<file path="src/hdl/pdsd_pkg.sv">
package pdsd_pkg;

  localparam int unsigned DateW  = 16;
  localparam int unsigned YearW  = 7;
  localparam int unsigned MonthW = 4;
  localparam int unsigned DayW   = 5;

  localparam logic [MonthW-1:0] MonJan = 4'd1;
  localparam logic [MonthW-1:0] MonFeb = 4'd2;
  localparam logic [MonthW-1:0] MonMar = 4'd3;
  localparam logic [MonthW-1:0] MonMay = 4'd5;
  localparam logic [MonthW-1:0] MonJul = 4'd7;
  localparam logic [MonthW-1:0] MonOct = 4'd10;
  localparam logic [MonthW-1:0] MonDec = 4'd12;

  localparam logic [DayW-1:0] DaysFebShort = 5'd28;
  localparam logic [DayW-1:0] DaysFebLeap  = 5'd29;
  localparam logic [DayW-1:0] DaysShort    = 5'd30;
  localparam logic [DayW-1:0] DaysLong     = 5'd31;

  localparam logic [DateW-1:0] FirstJan1980 = 16'h0021;

  typedef enum logic [1:0] {
    ST_IDLE = 2'b01,
    ST_RUN  = 2'b10
  } state_e;

  typedef struct packed {
    logic [YearW-1:0]  year;
    logic [MonthW-1:0] month;
    logic [DayW-1:0]   day;
    logic [DateW-1:0]  rem;
  } walk_t;

  typedef struct packed {
    walk_t next;
    logic  clamp;
  } step_t;

  // offset from 1980 divisible by 4 is the same as offset from 1900 divisible by 4
  function automatic logic is_leap(input logic [YearW-1:0] year);
    return (year[1:0] == 2'b00);
  endfunction

  function automatic logic [DateW-1:0] pack_date(input walk_t w);
    return {w.year, w.month, w.day};
  endfunction

endpackage

</file>
<file path="src/hdl/packed_date_subtract_days_top.sv">
// at most one month boundary is crossed per cycle by the single step unit; busy stays high meanwhile
// throughput: one word at a time, the next start is taken in the cycle done_o shows
// reset (rst_ni low, asynchronous) returns to idle with busy and done_o low
// done_o marks result_date_o for exactly one cycle; the receiver cannot stall it
module packed_date_subtract_days_top (
  input  logic                       clk_i,
  input  logic                       rst_ni,
  input  logic                       start,
  output logic                       busy,
  input  logic [pdsd_pkg::DateW-1:0] start_date_i,
  input  logic [pdsd_pkg::DateW-1:0] days_back_i,
  output logic                       done_o,
  output logic [pdsd_pkg::DateW-1:0] result_date_o
);

  pdsd_pkg::state_e state_q, state_d;
  pdsd_pkg::walk_t  walk_q, walk_d;
  pdsd_pkg::step_t  step;
  logic                       done_q, done_d;
  logic [pdsd_pkg::DateW-1:0] result_q, result_d;

  pdsd_step u_step (
    .cur_i  (walk_q),
    .step_o (step)
  );

  always_comb begin
    state_d  = state_q;
    walk_d   = walk_q;
    done_d   = 1'b0;
    result_d = result_q;
    case (state_q)
      pdsd_pkg::ST_IDLE: begin
        if (start) begin
          walk_d.year  = start_date_i[15:9];
          walk_d.month = start_date_i[8:5];
          walk_d.day   = start_date_i[4:0];
          walk_d.rem   = days_back_i;
          state_d      = pdsd_pkg::ST_RUN;
        end
      end
      pdsd_pkg::ST_RUN: begin
        if (walk_q.rem == '0) begin
          done_d   = 1'b1;
          result_d = pdsd_pkg::pack_date(walk_q);
          state_d  = pdsd_pkg::ST_IDLE;
        end else if (step.clamp) begin
          done_d   = 1'b1;
          result_d = pdsd_pkg::FirstJan1980;
          state_d  = pdsd_pkg::ST_IDLE;
        end else begin
          walk_d = step.next;
        end
      end
      default: begin
        state_d = pdsd_pkg::ST_IDLE;
      end
    endcase
  end

  always_ff @(posedge clk_i or negedge rst_ni) begin
    if (!rst_ni) begin
      state_q <= pdsd_pkg::ST_IDLE;
      done_q  <= 1'b0;
    end else begin
      state_q <= state_d;
      done_q  <= done_d;
    end
  end

  always_ff @(posedge clk_i) begin
    walk_q   <= walk_d;
    result_q <= result_d;
  end

  assign busy          = (state_q == pdsd_pkg::ST_RUN);
  assign done_o        = done_q;
  assign result_date_o = result_q;

endmodule

</file>
<file path="src/hdl/pdsd_step.sv">
module pdsd_step (
  input  pdsd_pkg::walk_t cur_i,
  output pdsd_pkg::step_t step_o
);

  logic [pdsd_pkg::DayW-1:0]  take;
  logic [pdsd_pkg::DayW-1:0]  day_left;
  logic [pdsd_pkg::DateW-1:0] rem_left;

  // take as many days as the current month still holds, or all remaining days if fewer
  always_comb begin
    if (cur_i.rem > pdsd_pkg::DateW'(cur_i.day)) begin
      take = cur_i.day;
    end else begin
      take = cur_i.rem[pdsd_pkg::DayW-1:0];
    end
    day_left = cur_i.day - take;
    rem_left = cur_i.rem - pdsd_pkg::DateW'(take);
  end

  always_comb begin
    step_o.next.year  = cur_i.year;
    step_o.next.month = cur_i.month;
    step_o.next.day   = day_left;
    step_o.next.rem   = rem_left;
    step_o.clamp      = 1'b0;
    if (day_left == '0) begin
      case (cur_i.month)
        pdsd_pkg::MonJan: begin
          if (cur_i.year == '0) begin
            step_o.clamp = 1'b1;
          end
          step_o.next.year  = cur_i.year - 1'b1;
          step_o.next.month = pdsd_pkg::MonDec;
          step_o.next.day   = pdsd_pkg::DaysLong;
        end
        pdsd_pkg::MonMar: begin
          step_o.next.month = pdsd_pkg::MonFeb;
          step_o.next.day   = pdsd_pkg::is_leap(cur_i.year) ? pdsd_pkg::DaysFebLeap
                                                            : pdsd_pkg::DaysFebShort;
        end
        pdsd_pkg::MonMay, pdsd_pkg::MonJul, pdsd_pkg::MonOct, pdsd_pkg::MonDec: begin
          step_o.next.month = cur_i.month - 1'b1;
          step_o.next.day   = pdsd_pkg::DaysShort;
        end
        default: begin
          // month 0 wraps to 15, then walks down to 12 with no year change
          step_o.next.month = cur_i.month - 1'b1;
          step_o.next.day   = pdsd_pkg::DaysLong;
        end
      endcase
    end
  end

endmodule

</file>
<file path="config.mk">
export PLATFORM = sky130hd
export DESIGN_NAME = packed_date_subtract_days_top
export DESIGN_NICKNAME = d
export VERILOG_FILES = /design/src/hdl/pdsd_pkg.sv /design/src/hdl/packed_date_subtract_days_top.sv /design/src/hdl/pdsd_step.sv
export SDC_FILE = /design/constraint.sdc
export NUM_CORES = 1
export LEC_CHECK = 0
export BUFFER_PORTS_ARGS = -buffer_cell sky130_fd_sc_hd__buf_2
export CAP_MARGIN = 15
export CORE_UTILIZATION = 53
export CTS_BUF_LIST = sky130_fd_sc_hd__clkbuf_4 sky130_fd_sc_hd__clkbuf_8
export CTS_CLUSTER_DIAMETER = 200
export DETAILED_ROUTE_END_ITERATION = 8
export PLACE_DENSITY = 0.78
export SETUP_SLACK_MARGIN = 0.2
export SLEW_MARGIN = 20
export SYNTH_ARGS = -nofsm -noshare
export SYNTH_HDL_FRONTEND = slang
export SYNTH_SLANG_ARGS = --single-unit
export TNS_END_PERCENT = 1
</file>
<file path="constraint.sdc">
create_clock -name clk_i -period 5.4 [get_ports clk_i]
set_input_delay 0.27 -clock clk_i [delete_from_list [all_inputs] [get_ports clk_i]]
set_output_delay 0.27 -clock clk_i [all_outputs]
set_load 0.05 [all_outputs]
</file>
; ---- Word level (Yosys, flattened, before mapping)
; Cells that the tools add are included.
[totals]
regBits = 51
latchBits = 0
ram_bits = 0
romBits = 0
input_bits = 35
out_inout_bits = 18
wordCells = 59
memories = 0
[op_classes]
n_addsub = 4
mul = 0
div_mod_pow = 0
magnitude_cmp = 1
eq_ne = 14
n_shift = 0
n_mux = 21
bitwise_logic = 0
reduce_logical = 12
[op_table]
columns = op, n
row1 = $mux W32, 3
row2 = $pmux W32 S2, 1
row3 = $mux W16, 3
row4 = $pmux W9 S3, 1
row5 = $gt A16 B5 Y1, 1
row6 = $logic_not A16 Y1, 1
row7 = $sub A16 B5 Y16, 1
row8 = $eq A4 B3 Y1 const B, 2
row9 = $eq A4 B4 Y1 const B, 2
row10 = $logic_not A7 Y1, 1
row11 = $mux W1, 7
row12 = $mux W7, 1
row13 = $sub A7 B1 Y7 const B, 1
row14 = $mux W2, 3
row15 = $ne A2 B2 Y1 const B, 3
row16 = $reduce_and A6 Y1, 1
row17 = $logic_not A5 Y1, 1
row18 = $mux W5, 1
row19 = $reduce_and A5 Y1, 1
row20 = $sub A5 B5 Y5, 1
row21 = $eq A4 B1 Y1 const B, 1
row22 = $eq A4 B2 Y1 const B, 1
row23 = $ne A2 B1 Y1 const B, 2
row24 = $pmux W2 S2, 1
row25 = other kinds (9), 11

; ---- Longest topological paths before layout
; Gate-level depths: netlist of the first run.
[depth]
depth_word = 8
depth_mapped = 23
depth_no_buf = 18

; ---- Hierarchy
; A second synthesis of the first run with hierarchy kept.
[unflattened]
cells_unflattened = 371
hier_area_um2 = 3452.1
[modules_own_cells]
columns = module, n_inst, cells_each, area_each_um2, seq_area_each_um2
row1 = packed_date_subtract_days_top, 1, 184, 2108.3, 1517.7
row2 = pdsd_step, 1, 187, 1343.8, 0.0

; ---- Worst setup path after synthesis of the first run
; No wires, ideal clock.
[synth_timing]
path_type = reg2reg
startpoint = register walk_q[17] (netlist bit)
endpoint = register result_q (netlist bit result_date_o[0]), enable pin
setup_ns = 0.413
t_arrival_ns = 4.953
t_required_ns = 4.987
path_slack_ns = 0.034
path_stages_with_launch = 23
path_buffers = 5
synth_period_minus_slack_ns = 5.366
cell_sequence = edfxtp_1 > inv_1 > ha_1 > nor2b_1 > o211ai_1 > a21o_1 > clkbuf_1 > and2_1 > buf_4 > buf_2 > nand2_1 > o21ai_0 > ha_1 > inv_1 > ha_1 > clkbuf_1 > o31ai_1 > nor2_1 > o211a_1 > nor3_1 > nand3_1 > buf_2 > o21ai_0
[synth_between]
elab_chain_cells = 7
[synth_rtl]
columns = element, line_no
row1 = start: declaration, packed_date_subtract_days_top.sv:17  ; pdsd_pkg::walk_t walk_q, walk_d;
row2 = start signal: assignment, packed_date_subtract_days_top.sv:72  ; walk_q <= walk_d;
row3 = $gt A16 B5 Y1, pdsd_step.sv:12  ; if (cur_i.rem > pdsd_pkg::DateW'(cur_i.day)) begin
row4 = $mux W5, pdsd_step.sv:12
row5 = $sub A5 B5 Y5 *, pdsd_step.sv:17  ; day_left = cur_i.day - take;
row6 = $logic_not A5 Y1 *, pdsd_step.sv:27  ; if (day_left == '0) begin
row7 = $mux W1 *, pdsd_step.sv:27
row8 = $reduce_bool A2 Y1 (no line) *, -
row9 = $reduce_and A2 Y1 (no line) *, -
row10 = end signal: assignment, packed_date_subtract_days_top.sv:73  ; result_q <= result_d;
row11 = end: declaration, packed_date_subtract_days_top.sv:20  ; logic [pdsd_pkg::DateW-1:0] result_q, result_d;
; Mark *: on every way between the ends. The rest lies on a longest branch, timed or not.
; A chain may end at the register's enable or synchronous reset.

; ---- Worst setup path after layout of the first run
[layout_timing]
startpoint = register walk_q[17] (netlist bit)
endpoint = register walk_q[28] (netlist bit), enable pin
[layout_between]
elab_chain_cells = 7
elab_cells_between_ends = 8
classes_between = 1 x add/sub / 1 x order compare / 2 x eq/ne / 2 x mux / 2 x reduce/logical
[layout_rtl]
columns = element, line_no
row1 = $gt A16 B5 Y1, pdsd_step.sv:12
row2 = $mux W5, pdsd_step.sv:12
row3 = $sub A5 B5 Y5 *, pdsd_step.sv:17
row4 = $logic_not A5 Y1 *, pdsd_step.sv:27
row5 = $mux W1, pdsd_step.sv:27
row6 = $ne A2 B2 Y1 (no line), -
row7 = $reduce_and A6 Y1 (no line) *, -
; Marked as above.

==> metrics.txt, run 1 <==
status=complete, no violations; worst-path cell chain=inv_1 -> ha_1 -> nor2b_1 -> o211ai_1 -> a21o_1 -> and2_1 -> nand2_1 -> o21ai_0 -> ha_1 -> inv_1 -> ha_1 -> o31ai_1 -> nor2_1 -> o211a_1 -> nor3_1 -> nand3_1 -> buf_4 -> o31ai_1 -> buf_4; min cycle time layout=4.949 ns; num ports=53; Crit Path Class=reg -> reg; cell taking the most area after synthesis=edfxtp_1; worst slew pin tran=0.6773 ns; Final ANT Viol Nets=0; Final Hold Fails=0; clk_lat worst skew=0.31 ns; CP endpoint kind=register; clk buf depth=2; sequential area share after synthesis=45.79%; ratio of cells with drive above 1 in the final layout=18.93%; CP max stage delay=0.48 ns; unrepaired setup endpoints after global routing=yes; core box area=5991 um2; final setup margin=0.4506 ns; Via-to-Cell Ratio=5.921; Post-Syn Instances=342; Final period util=91.66%; dpl hpwl=roughly 5400 um; Die H=81.08 um; clock skew=between 0.008 and 0.009 ns; largest net degree at the start of global routing=47; CTS Sinks=51; Worst Path Buf+Inv=4; final wirelength=around 7400 um; Worst Path Arrival=around 5.0 ns; synth top area cells=edfxtp_1, ha_1, nand2_1; first-pass iteration count of the detailed router=5; most frequent cell after synthesis=edfxtp_1; CTS root buf=clkbuf_8; vias in the first global route=2,455; synthesized flop and latch total=51; diode count=0; count of final setup violators=0; total CTS buffers=5; Max Cap Viol=0; die width=81.08 um; Synth top cells by count=edfxtp_1, nand2_1, o21ai_0, nor2_1; min-delay worst type=in -> reg; Slew headroom=54.37%; Synth Area per Inst=9.691 um2; Post CTS Setup Buffer Count=0; row cnt=28; first-pass GRT wire length=11,760 um; P per Cell Area=506.6 nW/um2; CTS tree=done; Setup WS pre-CTS=0.5239 ns; reg2reg setup slack=0.45 ns; syn nets=about 400; Most common cell on crit path=ha_1; fmax=a little over 200 MHz; final core utilization=roughly 62%; Synth top area share=43.49%; VDD IR-drop max=around 0.32 mV; gr ovfl total=0; post-route DRC violation count=0; Via Count=around 2,800; Syn. warnings=0; Initial Util=a little under three fifths; routability cong.=0.9843; input/output buffers=52; ys async rst share=approximately 6%; Final Max Slew Viols=0; nets=443; GRT Total Usage=23.75%; Netlist cell types=58; Post-Syn Area=around 3300 um2; initial antenna violation count=0; top_reg_cell synth=edfxtp_1; worst-path maximum fanout=19; H-tree Lvls=2; Critical-path top delay cell=and2_1; CP Data Required Time=approximately 5.4 ns; Setup crit start kind=register; 1st-iter DRT viols=approximately 280; Leakage=roughly 1.5 nW; number of flops mapped to enable cells by yosys=48; Worst-path clk slew=0.10 ns; Fillers=494; WL/cell=15.87 um; Post-Route Setup TNS=0 ns; Syn-to-layout area delta=12.84%; die area=between 6000 and 7000 um2; Worst path top cell family by delay=compound AO/OA/AOI/OAI gates
## registers in the layout, indices dropped and copies added (netlist names)
name and flops:
state_q 2, result_date_o 16, walk_q 32, done_o 1
## power by group
| part | switching (mW) | internal [mW] |
|---|---|---|
| Combinational | 0.579 | 0.380 |
| Clock | 0.142 | 0.0930 |
| Sequential | 0.111 | 0.590 |
| Total | 0.832 | 1.06 |
## layout make-up
cell class	instances	area, um2	area share, %
well taps	75	93.84	2.509
flip-flops and latches	51	1518	40.58
repair buffers	59	315.3	8.431
clock inverters	3	23.77	0.6357
clock buffers	5	68.82	1.840
multi-input cells	255	1653	44.20
inverters	18	67.56	1.807
## per-stage QoR
step	total power [mW]	instance area [um2]	hold slack [ns]	cells
floorplan	1.432	3314	-0.02559	342
global placement	1.620	3631	0.06842	457
detailed placement	1.643	3631	0.06839	457
CTS	1.877	3734	0.2214	466
global route	2.040	3740	0.2323	466
finish	1.895	3740	0.2257	466
## logic make-up after synthesis
group	after synthesis	synth area share [%]
mux	3	0.9438
fa+ha+maj	19	7.097
xor+xnor	14	3.700
simple gates	126	19.55
buf+inv	36	4.530
compound gates	93	18.39
flops	51	45.79
## layer usage
metal	GRT usage, %	part of all wire, %	up-vias
li1	-	-	1368
met1	34.29	48	1258
met2	35.46	45	115
met3	3.596	4.5	18
met4	9.821	2.7	0
met5	0	0	-
## worst min-delay path: stages
cell and delay, ns:
buf_2 0.07, nand2_1 0.04, o21ai_0 0.06
## repair_timing
| item | CTS | global route |
|---|---|---|
| resized for setup | 0 | 1 |
| hold endpoints to repair | 3 | 0 |
| endpoints found under the setup margin | 0 | 48 |
| hold buffers | 1 | 0 |
## path summary, 6_finish.rpt
path                       depth (start not counted)                              to                  from
max                                               19            walk_q[28]$_DFFE_PP_  walk_q[17]$_DFFE_PP_
min                                                3            walk_q[23]$_DFFE_PP_       start_date_i[7]
max reg2reg                                       19            walk_q[28]$_DFFE_PP_  walk_q[17]$_DFFE_PP_
min reg2reg                                        2  result_date_o[0]$_SDFFCE_PP1P_  walk_q[16]$_DFFE_PP_
max in group asynchronous                          2          state_q[0]$_DFFE_PN1P_                rst_ni
min in group asynchronous                          2                done_o$_DFF_PN0_                rst_ni
## layout by cell type (no fill, tap or decap), types with 2 or more instances in the layout
cell        synthesis  routed
buf_2               3      52
inv_1              18      18
nand2b_1            5       5
xnor2_1             5       5
and2_1              9       9
ha_1               18      18
nor4_1             10      10
nor2b_1             3       3
o211ai_1            6       6
or3_1               8       8
a211oi_1            2       2
xor2_1              9       9
nor3_2              2       2
clkinvlp_4          0       2
clkbuf_8            0       5
or4_1               2       2
dfrtp_1             2       2
o21ai_0            28      27
mux2i_1             2       2
edfxtp_1           48      48
a31oi_1            11      11
o31ai_1            12      12
nand3_1             2       2
buf_4               1       6
nand4_1             2       2
nor2_1             25      25
a21oi_1            12      12
nor3_1             12      12
o31a_1              4       4
nand2_1            39      39
Note: power is estimated with default switching activity, not from simulation.
==> run 2, diff against run 1 <==
- CTS_CLUSTER_SIZE: unset -> 10
- clock period: 5.4 -> 4.15 ns (I/O delays scaled with it)
==> metrics.txt, run 2 (synthesized netlist as in run 1, its figures left out) <==
status=complete, no violations; diode count=0; most common cell after layout, fill and taps aside=buf_2; Placed Cells=465; unrepaired setup endpoints after global routing=yes; P per Cell Area=690.4 nW/um2; fmax=259.5 MHz; max reg flops=32; die area=6574 um2; clk_lat worst skew=0.31 ns; CP max stage delay=0.42 ns; core box area=5991 um2; CTS tree=done; first-pass iteration count of the detailed router=5; gr ovfl total=0; WL/cell=17.00 um; Via Count=2,940; min-delay worst type=in -> reg; post-route DRC violation count=0; initial antenna violation count=0; Via-to-Cell Ratio=6.049; vias in the first global route=approximately 2,600; Final ANT Viol Nets=0; worst-path cell chain=inv_2 -> ha_1 -> nor2b_1 -> o211ai_1 -> a21o_1 -> and2_4 -> nand2_1 -> o21ai_2 -> ha_2 -> inv_1 -> ha_2 -> o31ai_4 -> nor2_1 -> o211a_1 -> nor3_4 -> nand3_4 -> buf_4 -> buf_4 -> o31ai_1; row cnt=28; Critical-path top delay cell=edfxtp_1; input/output buffers=52; hold_ws=around 0.17 ns; Slew headroom=54.94%; die width=81.08 um; Top reg by flops=walk_q; clk buf depth=2; final wirelength=8260 um; CP Data Required Time=between 4 and 5 ns; Final Non-Filler Cells=486; CTS Sinks=51; commonest cells after routing, fill and taps aside=buf_2, edfxtp_1, nand2_1; Syn-to-layout area delta=20.91%; Leakage=1.595 nW; Post-Route Setup TNS=0 ns; Worst-path clk slew=0.10 ns; ratio of cells with drive above 1 in the final layout=25.79%; Worst Path Arrival=3.99 ns; count of final setup violators=0; VDD IR-drop max=0.3471 mV; CTS root buf=clkbuf_8; Setup crit start kind=register; Initial Util=a little under three fifths; Fillers=~490; num ports=53; Power, Total=2.767 mW; Final Hold Fails=0; worst slew pin tran=~0.68 ns; routability cong.=0.8784; dpl hpwl=5780 um; CP endpoint kind=register; Final period util=between 90 and 100%; largest net degree at the start of global routing=32; worst-path maximum fanout=9; total CTS buffers=5; GRT Total Usage=25.25%; nets=463; first-pass GRT wire length=12,540 um; min cycle time layout=around 3.9 ns; Final Max Slew Viols=0; clock skew=approximately 0.012 ns; Crit Path Class=reg -> reg; Die H=81.08 um; 1st-iter DRT viols=between 200 and 300; H-tree Lvls=2; Max Cap Viol=0
## run 2: changes by cell type in the layout (fill, tap and decap cells not counted), moves of 2 or more
cell,change
clkinvlp_4,-2
o21ai_0,-2
nor3_4,+2
buf_6,+2
o31ai_1,-2
ha_2,+3
o31ai_4,+2
ha_1,-3
buf_4,+16
## run 2: worst max-delay path: cells and delay by family, from the launching register on
family          cells  cell delay, ns
simple gates        6            0.88
compound gates      6            1.15
fa+ha+maj           3            0.70
buf+inv             4            0.52
flops               1            0.42
## run 2: cell type report
type	count	area, um2	area share [%]
multi-input cells	256	1759	43.90
flip-flops and latches	51	1518	37.87
inverters	18	67.56	1.686
repair buffers	78	478.0	11.93
clock buffers	5	68.82	1.717
well taps	75	93.84	2.342
clock inverters	3	22.52	0.5620
## run 2: metrics by stage
| stage | util, % | instance area, um2 | setup WS, ns |
|---|---|---|---|
| floorplan | - | 3415 | 0.2042 |
| global placement | 62.70 | 3756 | 0.2078 |
| detailed placement | 62.70 | 3756 | 0.08684 |
| CTS | 64.85 | 3885 | 0.1595 |
| global route | 66.90 | 4008 | 0.1223 |
| finish | 66.90 | 4008 | 0.2965 |
## run 2: routing by layer
metal  vias up  wire length [um]  global-route usage [%]
met4         0               177                   6.429
met2       119              4025                   42.86
met3        21               451                   3.820
li1       1417                 -                       -
met5         -                 0                       0
met1      1383              3605                   33.69
## run 2: timing repair
action / in CTS / in global routing
hold buffers: 1 / 0
gates resized for setup: 1 / 11
setup buffers: 1 / 10
pin swaps: 1 / 5
endpoints found under the setup margin: 49 / 65
hold endpoints to repair: 3 / 0
gates cloned: 0 / 1
## run 2: final timing paths
check | from | endpoint | slack [ns] | depth (start not counted)
worst max-delay path | walk_q[17]$_DFFE_PP_ | walk_q[31]$_DFFE_PP_ | 0.30 | 19
worst min-delay path | start_date_i[6] | walk_q[22]$_DFFE_PP_ | 0.17 | 3
worst max register to register | walk_q[17]$_DFFE_PP_ | walk_q[31]$_DFFE_PP_ | 0.30 | 19
worst min register to register | walk_q[28]$_DFFE_PP_ | result_date_o[12]$_SDFFCE_PP0P_ | 0.65 | 1
max in group asynchronous | rst_ni | state_q[0]$_DFFE_PN1P_ | 3.75 | 2
min in group asynchronous | rst_ni | state_q[1]$_DFFE_PN0P_ | 0.20 | 2
## run 2: where the power goes
part	leakage (nW)	total, mW	switching, mW	internal [mW]
Combinational	1.00	1.57	0.905	0.666
Clock	0.0489	0.301	0.178	0.122
Sequential	0.546	0.896	0.129	0.767
==> run 3, diff against run 2 <==
- CORE_MARGIN: unset -> 2
- CORE_UTILIZATION: 53 -> 57
- PLACE_DENSITY: 0.78 -> 0.8
- clock period: 4.15 -> 3.7 ns (I/O delays scaled with it)
==> metrics.txt, run 3 (synthesized netlist as in run 1, its figures left out) <==
GR Layer Usage met2=between 40% and 50%; max reg flops=32; P per Cell Area=812.7 nW/um2; die area=6441 um2; diode count=0; Final Hold Fails=0; GRT met3 Usage=under 10%; worst-path maximum fanout=11; ratio of cells with drive above 1 in the final layout=32.26%; Leakage=between 1.5 and 2 nW; Final Max Slew Viols=0; row cnt=27; Fillers=366; dpl hpwl=6077 um; CTS tree=done; Comb power frac=between 60% and 70%; core box area=5574 um2; 1st-iter DRT viols=329; vias in the first global route=2,983; Slew headroom=a little over half; first-pass GRT wire length=14,120 um; Final ANT Viol Nets=0; clock skew=0.009654 ns; initial antenna violation count=0; Most Used Layer, Global Route=met2; input/output buffers=52; Power, Total=between 3 and 4 mW; final wirelength=9255 um; most common cell after layout, fill and taps aside=buf_2; nets=486; post-route DRC violation count=0; min-delay worst type=in -> reg; clk buf depth=2; final core utilization=76.79%; Initial Util=59.46%; count of final setup violators=0; WL/cell=18.29 um; Worst Path Arrival=3.77 ns; Final period util=99.69%; Syn-to-layout area delta=29.14%; CP Data Required Time=3.78 ns; Die H=~80 um; commonest cells after routing, fill and taps aside=buf_2, edfxtp_1, buf_4; Top reg by flops=walk_q; Via-to-Cell Ratio=6.342; status=complete, no violations; Via Count=3,209; CTS Sinks=51; Max Cap Viol=0; gr ovfl total=0; clk_lat worst skew=0.32 ns; VDD IR-drop max=0.4283 mV; CP endpoint kind=register; Crit Path Class=reg -> reg; Worst-path clk slew=0.10 ns; first-pass iteration count of the detailed router=8; unrepaired setup endpoints after global routing=yes; total CTS buffers=5; hold_ws=0.1431 ns; Psw=1.516 mW; die width=80.26 um; switching share of total power=43.57%; CTS root buf=clkbuf_8; Seq pwr share=roughly 29%; GRT Total Usage=28.79%; clock network power share=10.0%; H-tree Lvls=2; Post-Route Setup TNS=0 ns; num ports=53; GRT met1 Usage=37.87%; routability cong.=slightly above 0.9; min cycle time layout=3.688 ns; P_int=~2 mW; fmax=271.1 MHz; worst slew pin tran=about 0.7 ns; largest net degree at the start of global routing=26; Setup crit start kind=register
## run 3: metrics by stage
stage	cells	setup slack (ns)	area (um2)
6_report	506	0.01153	4280
5_1_grt	506	-0.1814	4280
4_1_cts	497	0.08672	4114
3_5_place_dp	478	-0.1688	3890
3_3_place_gp	478	0.07927	3890
2_1_floorplan	342	-0.1988	3423
## run 3: power groups by stage
| stage | clock, mW | combinational, mW | sequential (mW) |
|---|---|---|---|
| CTS | 0.348 | 1.80 | 0.988 |
| floorplan | 0 | 1.21 | 0.987 |
| global route | 0.365 | 2.30 | 1.02 |
| finish | 0.347 | 2.13 | 1.00 |
| global placement | 0 | 1.59 | 0.994 |
| detailed placement | 0 | 1.66 | 1.00 |
## run 3: final timing paths
check,startpoint,to,slack [ns],cells past startpoint
min in group asynchronous,rst_ni,state_q[1]$_DFFE_PN0P_,0.18,2
min reg2reg,walk_q[31]$_DFFE_PP_,result_date_o[15]$_SDFFCE_PP0P_,0.64,1
max in group asynchronous,rst_ni,state_q[0]$_DFFE_PN1P_,3.32,2
min,start_date_i[15],walk_q[31]$_DFFE_PP_,0.14,3
max reg2reg,walk_q[19]$_DFFE_PP_,walk_q[15]$_DFFE_PP_,0.01,14
max,walk_q[19]$_DFFE_PP_,walk_q[15]$_DFFE_PP_,0.01,14
## run 3: layer usage
metal	wire [um]	part of all wire [%]
met5	0	0
met4	290	3.1
met3	796	8.6
met2	4529	49
met1	3638	39
## run 3: cell type report
class	count	area (um2)	area share (%)
well taps	72	90.09	2.105
flip-flops and latches	51	1518	35.46
inverters	18	70.07	1.637
multi-input cells	256	1858	43.41
repair buffers	101	650.6	15.20
clock buffers	5	68.82	1.608
clock inverters	3	25.02	0.5846
## run 3: timing repair
item                                    4_1_cts  5_1_grt
pin swaps                                     5       14
cloned                                        1        0
endpoints found under the setup margin       65       77
hold endpoints to repair                      3        0
gates resized for setup                       7       18
hold buffers                                  1        0
buffers inserted                              9        9
## run 3: critical path: stages, from the launching register on
cell and delay (ns):
edfxtp_1 0.41, inv_1 0.13, ha_4 0.22, a211oi_1 0.32, a21o_1 0.20, and2_4 0.19
nand2_4 0.06, o21ai_4 0.07, ha_1 0.27, inv_1 0.09, a311oi_1 0.33, o21ai_0 0.20
a41o_1 0.40, o31a_1 0.29, o31a_1 0.27
